--- src/sv/fspa_pkg.sv ---
`timescale 1ns / 1ps
package fspa_pkg;

   localparam int MAX_SLOTS_DEF    = 1024;
   localparam int HEADER_BYTES_DEF = 16;
   localparam int ALIGN_BYTES_DEF  = 16;

   localparam int DIV_W  = 32;
   localparam int PAY_W  = 22;   // slot_stride rounded up to the alignment
   localparam int SLOT_W = 23;   // header plus payload
   localparam int PROD_W = 62;   // product of two positive 31-bit values

   typedef enum logic [1:0] {
      OP_RESERVE = 2'd0,
      OP_RELEASE = 2'd1,
      OP_CLEAR   = 2'd2
   } opcode_type;

   typedef enum logic [2:0] {
      ST_OK           = 3'd0,
      ST_BAD          = 3'd1,
      ST_EXHAUSTED    = 3'd2,
      ST_OUTSIDE      = 3'd3,
      ST_MISALIGNED   = 3'd4,
      ST_ALREADY_FREE = 3'd5
   } status_type;

   typedef enum logic [1:0] {
      REG_POOL_BASE   = 2'd0,
      REG_POOL_BYTES  = 2'd1,
      REG_SLOT_STRIDE = 2'd2
   } csr_index_type;

   typedef enum logic [3:0] {
      S_IDLE,
      S_ROUND,
      S_DISPATCH,
      S_RES_CHK,
      S_POP,
      S_ADDR,
      S_ADDR2,
      S_REL_CHK,
      S_REL_WAIT,
      S_REL_MARK,
      S_DONE
   } state_type;

   typedef struct packed {
      logic       latch;
      logic       div_start;
      logic       load_rnd;
      logic       load_pay;
      logic       load_prod;
      logic       load_dist;
      logic       head_read;
      logic       pop;
      logic       bump;
      logic       mark_read;
      logic       mul_addr;
      logic       write_alloc;
      logic       load_addr;
      logic       commit_rel;
      logic       clear;
      logic       out_load;
      status_type code;
   } cmd_type;

   typedef struct packed {
      logic [1:0] op;
      logic       div_done;
      logic       req_bad;
      logic       prod_fits;
      logic       head_valid;
      logic       bump_ok;
      logic       ra_null;
      logic       dist_outside;
      logic       rem_nz;
      logic       idx_outside;
      logic       mark_set;
      logic       out_free;
   } stat_type;

endpackage

--- src/sv/fspa_ctrl.sv ---
`timescale 1ns / 1ps
module fspa_ctrl (
   input  logic               clock,
   input  logic               reset,
   input  logic               req_tvalid,
   output logic               req_tready,
   input  fspa_pkg::stat_type st,
   output fspa_pkg::cmd_type  cmd
);
   import fspa_pkg::*;

   state_type  state_ff, state_in;
   status_type code_ff, code_in;

   always_comb begin
      state_in = state_ff;
      code_in  = code_ff;
      case (state_ff)
         S_IDLE: begin
            if (req_tvalid) begin
               state_in = S_ROUND;
            end
         end
         S_ROUND: state_in = S_DISPATCH;
         S_DISPATCH: begin
            state_in = S_DONE;
            case (opcode_type'(st.op))
               OP_RESERVE: begin
                  if (st.req_bad) begin
                     code_in = ST_BAD;
                  end else begin
                     state_in = S_RES_CHK;
                  end
               end
               OP_RELEASE: begin
                  if (st.ra_null) begin
                     code_in = ST_BAD;
                  end else begin
                     state_in = S_REL_CHK;
                  end
               end
               OP_CLEAR: code_in = ST_OK;
               default:  code_in = ST_BAD;
            endcase
         end
         S_RES_CHK: begin
            if (!st.prod_fits) begin
               code_in  = ST_BAD;
               state_in = S_DONE;
            end else if (st.head_valid) begin
               state_in = S_POP;
            end else if (st.bump_ok) begin
               state_in = S_ADDR;
            end else begin
               code_in  = ST_EXHAUSTED;
               state_in = S_DONE;
            end
         end
         S_POP:   state_in = S_ADDR;
         S_ADDR:  state_in = S_ADDR2;
         S_ADDR2: begin
            code_in  = ST_OK;
            state_in = S_DONE;
         end
         S_REL_CHK: begin
            if (st.dist_outside) begin
               code_in  = ST_OUTSIDE;
               state_in = S_DONE;
            end else begin
               state_in = S_REL_WAIT;
            end
         end
         S_REL_WAIT: begin
            if (st.div_done) begin
               if (st.rem_nz) begin
                  code_in  = ST_MISALIGNED;
                  state_in = S_DONE;
               end else if (st.idx_outside) begin
                  code_in  = ST_OUTSIDE;
                  state_in = S_DONE;
               end else begin
                  state_in = S_REL_MARK;
               end
            end
         end
         S_REL_MARK: begin
            code_in  = st.mark_set ? ST_ALREADY_FREE : ST_OK;
            state_in = S_DONE;
         end
         S_DONE: begin
            if (st.out_free) begin
               state_in = S_IDLE;
            end
         end
         default: state_in = S_IDLE;
      endcase
   end

   always_comb begin
      cmd        = '0;
      cmd.code   = code_ff;
      req_tready = 1'b0;
      case (state_ff)
         S_IDLE: begin
            req_tready = 1'b1;
            cmd.latch  = req_tvalid;
         end
         S_ROUND: cmd.load_rnd = 1'b1;
         S_DISPATCH: begin
            cmd.load_pay  = 1'b1;
            cmd.load_prod = 1'b1;
            cmd.load_dist = 1'b1;
            cmd.clear     = (opcode_type'(st.op) == OP_CLEAR);
         end
         S_RES_CHK: begin
            cmd.head_read = st.prod_fits && st.head_valid;
            cmd.bump      = st.prod_fits && !st.head_valid && st.bump_ok;
         end
         S_POP:   cmd.pop = 1'b1;
         S_ADDR: begin
            cmd.mul_addr    = 1'b1;
            cmd.write_alloc = 1'b1;
         end
         S_ADDR2: cmd.load_addr = 1'b1;
         S_REL_CHK: cmd.div_start = !st.dist_outside;
         S_REL_WAIT: cmd.mark_read = st.div_done && !st.rem_nz && !st.idx_outside;
         S_REL_MARK: cmd.commit_rel = !st.mark_set;
         S_DONE:  cmd.out_load = st.out_free;
         default: cmd = '0;
      endcase
   end

   always_ff @(posedge clock) begin
      if (reset) begin
         state_ff <= S_IDLE;
         code_ff  <= ST_OK;
      end else begin
         state_ff <= state_in;
         code_ff  <= code_in;
      end
   end

endmodule

--- config.mk ---
export PLATFORM = sky130hd
export DESIGN_NAME = fspa_ctrl
export DESIGN_NICKNAME = d
export VERILOG_FILES = /design/src/sv/fspa_pkg.sv /design/src/sv/fspa_ctrl.sv
export SDC_FILE = /design/constraint.sdc
export NUM_CORES = 1
export LEC_CHECK = 0
export BUFFER_PORTS_ARGS = -buffer_cell sky130_fd_sc_hd__buf_2
export CORE_UTILIZATION = 45
export CTS_CLUSTER_DIAMETER = 200
export DETAILED_ROUTE_END_ITERATION = 10
export PLACE_DENSITY = 0.76
export SLEW_MARGIN = 20
export SYNTH_ARGS = -nofsm -noshare
export SYNTH_HDL_FRONTEND = slang
export SYNTH_SLANG_ARGS = --single-unit
export TNS_END_PERCENT = 50
--- constraint.sdc ---
create_clock -name clock -period 2 [get_ports clock]
set_input_delay 0.2 -clock clock [delete_from_list [all_inputs] [get_ports clock]]
set_output_delay 0.2 -clock clock [all_outputs]
set_load 0.005 [all_outputs]
==> results_dict.tcl <==
set metrics [dict create \
    outcome "finished, final reports clean" \
    setup.worst_path.end_class "register" \
    vias_per_cell 5.48 \
    reg2reg_slack_ns 0.22 \
    grt_start_max_net_pins 18 \
    coreArea_um2 1520 \
    post-route-min-period_ns 1.78 \
    yosys_register_bits 7 \
    clkTransAtPathRegs_ns 0.05 \
    worst_pin_slew_ns 0.448 \
    arrival_ns 1.92 \
    critical_path.cell_chain "nand2b_2 -> o32a_1 -> o221ai_2 -> mux2_4" \
    preCtsSetupSlack_ns 0.228 \
    synth.top_cells.by_area "sky130_fd_sc_hd__dfxtp_1 (19%), sky130_fd_sc_hd__nor2_1 (7.5%), sky130_fd_sc_hd__nand2b_1 (5.0%), sky130_fd_sc_hd__or2_2 (4.2%), sky130_fd_sc_hd__mux2_4 (4.0%)" \
    groute.usage.overall_pct 23.4 \
    cts.root.buffer_cell "sky130_fd_sc_hd__clkbuf_4" \
    min_path_type "in2reg" \
    antenna-diode-count 0 \
    asyncSetResetFlopFracSynth_pct 0 \
    cts_sink_count 7 \
    timing.max_slew.rel_slack_pct 70.1 \
    floorplan.initialDensity_pct 49.2 \
    layout-drive-gt1-share_pct 38.6 \
    post_cts_resized 0 \
    origin_of_the_worst_min_delay_path "st[0]" \
    leakagePower_nw 0.468 \
    fp.dieH_um 42.8 \
    io_pins 36 \
    gr-total-overflow 0 \
    timing.reg2reg.worst_path_depth 4 \
    maxcap_viol_count 0 \
    clock_tree.htree_level_count 1 \
    timing.clock.skew_ns 0.00344 \
    design.final.nets 157 \
    detailedRoute.firstIterationViolations 30 \
    hold_viol_final 0 \
    pd_cells_nw_per_um2 1010 \
    r2r_start "state_ff[1]$_SDFFE_PP0P_" \
    worstSkewPairLatency_ns 0.25 \
    synth_edf_count 0 \
    hpwl_mm 1.55 \
    path_delay_family "compound AO/OA/AOI/OAI gates" \
    place_congestion 0.854 \
    cp_data_required_time_ns 2.14 \
    wl_per_cell_um 12.6 \
    peakVddDrop_uv 536 \
    report.final.slew_viol_count 0 \
    critical_path.slowest_cell "sky130_fd_sc_hd__dfxtp_1" \
    row_count 14 \
    synth_warnings 0 \
    setup.worst_path.start_class "register" \
    final.setup.tns_ns 0 \
    grt_setup_unrepaired "false" \
    hold-path-cell-count 2 \
    critical_path_max_stage_delay_ns 0.51 \
    synth_cell_type_count 40 \
    clock_tree_from_tritoncts "done" \
    synth_area_um2 749 \
    syn_area_per_cell_um2 7.07 \
    clk_path_buf_depth 2 \
    critical_path_cell_count 4 \
    period_utilisation_layout_pct 88.8 \
    post_cts_buffers 0 \
    drc_errors 0 \
    synth-seq-area-share_pct 18.7 \
    maximum_clock_frequency_mhz 563 \
    die_w_um 42.8 \
    layout.cells.most_common "sky130_fd_sc_hd__buf_2" \
    number_of_antenna_violations_at_the_first_check_in_global_routing 0 \
    layout_common_cells "sky130_fd_sc_hd__buf_2 (35), sky130_fd_sc_hd__nor2_1 (15), sky130_fd_sc_hd__nand2_1 (8)" \
    final_setup_viols 0 \
    first_global_vias 768 \
    wirelength_mm 1.97 \
    ant_nets 0 \
    netlist_instances 106 \
    mappedNetlistNets 122 \
    tritoncts.num_buffers 3 \
    synth_ff_type "sky130_fd_sc_hd__dfxtp_1" \
    yosys.area.top_type "sky130_fd_sc_hd__dfxtp_1" \
    io_buffer_count 35 \
    reg2reg_to "code_ff[2]$_SDFFE_PP0P_" \
    dieArea_um2 1830 \
    yosysTopAreaCellShare_pct 18.7 \
    first_pass_iters 4 \
    cts_hold_buf 0 \
    critPathMaxFanout 11 \
    hold_path_end "state_ff[1]$_SDFFE_PP0P_" \
    syn_to_final_growth_pct 26.9 \
    global_route_wire_length_before_repair_mm 3.34 \
    worst_slack_ns 0.224 \
    crit_type "reg2reg" \
    num_vias 855 \
    crit_buf_inv 0 \
    final.fill_count 140 \
]
sequential cells by signal, summed over array words and instances (netlist names):
signal,flops
code_ff,3
state_ff,4
routing by layer:
layer  GRT usage, %  routed length [um]  vias to the layer above
met5              0                   0                        -
met2           36.4                 874                       40
li1               -                   -                      444
met3           6.81                 143                        2
met1           32.3                 938                      369
met4           3.75                  14                        0
worst max path at each step:
stage / from / slack (ns) / endpoint
2_1_floorplan: state_ff[3]$_SDFFE_PP0P_ / 0.43 / code_ff[2]$_SDFFE_PP0P_
3_3_place_gp: state_ff[2]$_SDFFE_PP0P_ / 0.30 / code_ff[2]$_SDFFE_PP0P_
4_1_cts: state_ff[1]$_SDFFE_PP0P_ / 0.22 / code_ff[2]$_SDFFE_PP0P_
3_5_place_dp: state_ff[1]$_SDFFE_PP0P_ / 0.23 / code_ff[2]$_SDFFE_PP0P_
6_report: state_ff[1]$_SDFFE_PP0P_ / 0.22 / code_ff[2]$_SDFFE_PP0P_
5_1_grt: state_ff[0]$_SDFFE_PP0P_ / 0.13 / cmd[10]
per-stage QoR:
| stage | total power [W] | cell area [um2] | util [%] | hold WS, ns | cells |
|---|---|---|---|---|---|
| 6_report | 0.000965 | 951 | 62.4 | 0.186 | 156 |
| 5_1_grt | 0.00105 | 951 | 62.4 | 0.186 | 156 |
| 4_1_cts | 0.000968 | 951 | 62.4 | 0.177 | 156 |
| 3_5_place_dp | 0.000834 | 925 | 60.7 | 0.445 | 152 |
| 3_3_place_gp | 0.000827 | 925 | 60.7 | 0.435 | 152 |
| 2_1_floorplan | 0.000661 | 749 | - | 0.269 | 106 |
area by class of cell:
cell class	instances	area, um2	share of cell area [%]
flip-flops and latches	7	140	14.7
well taps	16	20.0	2.11
inverters	7	26.3	2.76
clock buffers	4	26.3	2.76
multi-input cells	84	541	56.8
repair buffers	38	198	20.8
cells in the mapped netlist, drive strengths merged (3+ instances only):
library cell and number:
nand2 8, o21ai 3, nand2b 7, and2 4, nor2 15, inv 7, dfxtp 7, clkbuf 4
buf 4, nand3b 3, nor2b 3, nor3 4, or2 5
power by group:
group | internal, W | switching, W
Combinational | 0.000291 | 0.000310
Sequential | 0.000176 | 0.0000595
Clock | 0.0000762 | 0.0000527
Total | 0.000543 | 0.000422
cell families (layout without fill, tap and decap cells):
group | Yosys count | in the layout | share of synthesized area, %
AOI/OAI and AO/OA | 25 | 25 | 26.7
buffers and inverters | 15 | 49 | 9.18
DFF | 7 | 7 | 18.7
muxes | 4 | 4 | 6.68
and+or+nand+nor | 55 | 55 | 38.7
Note: power is estimated with default switching activity, not from simulation.
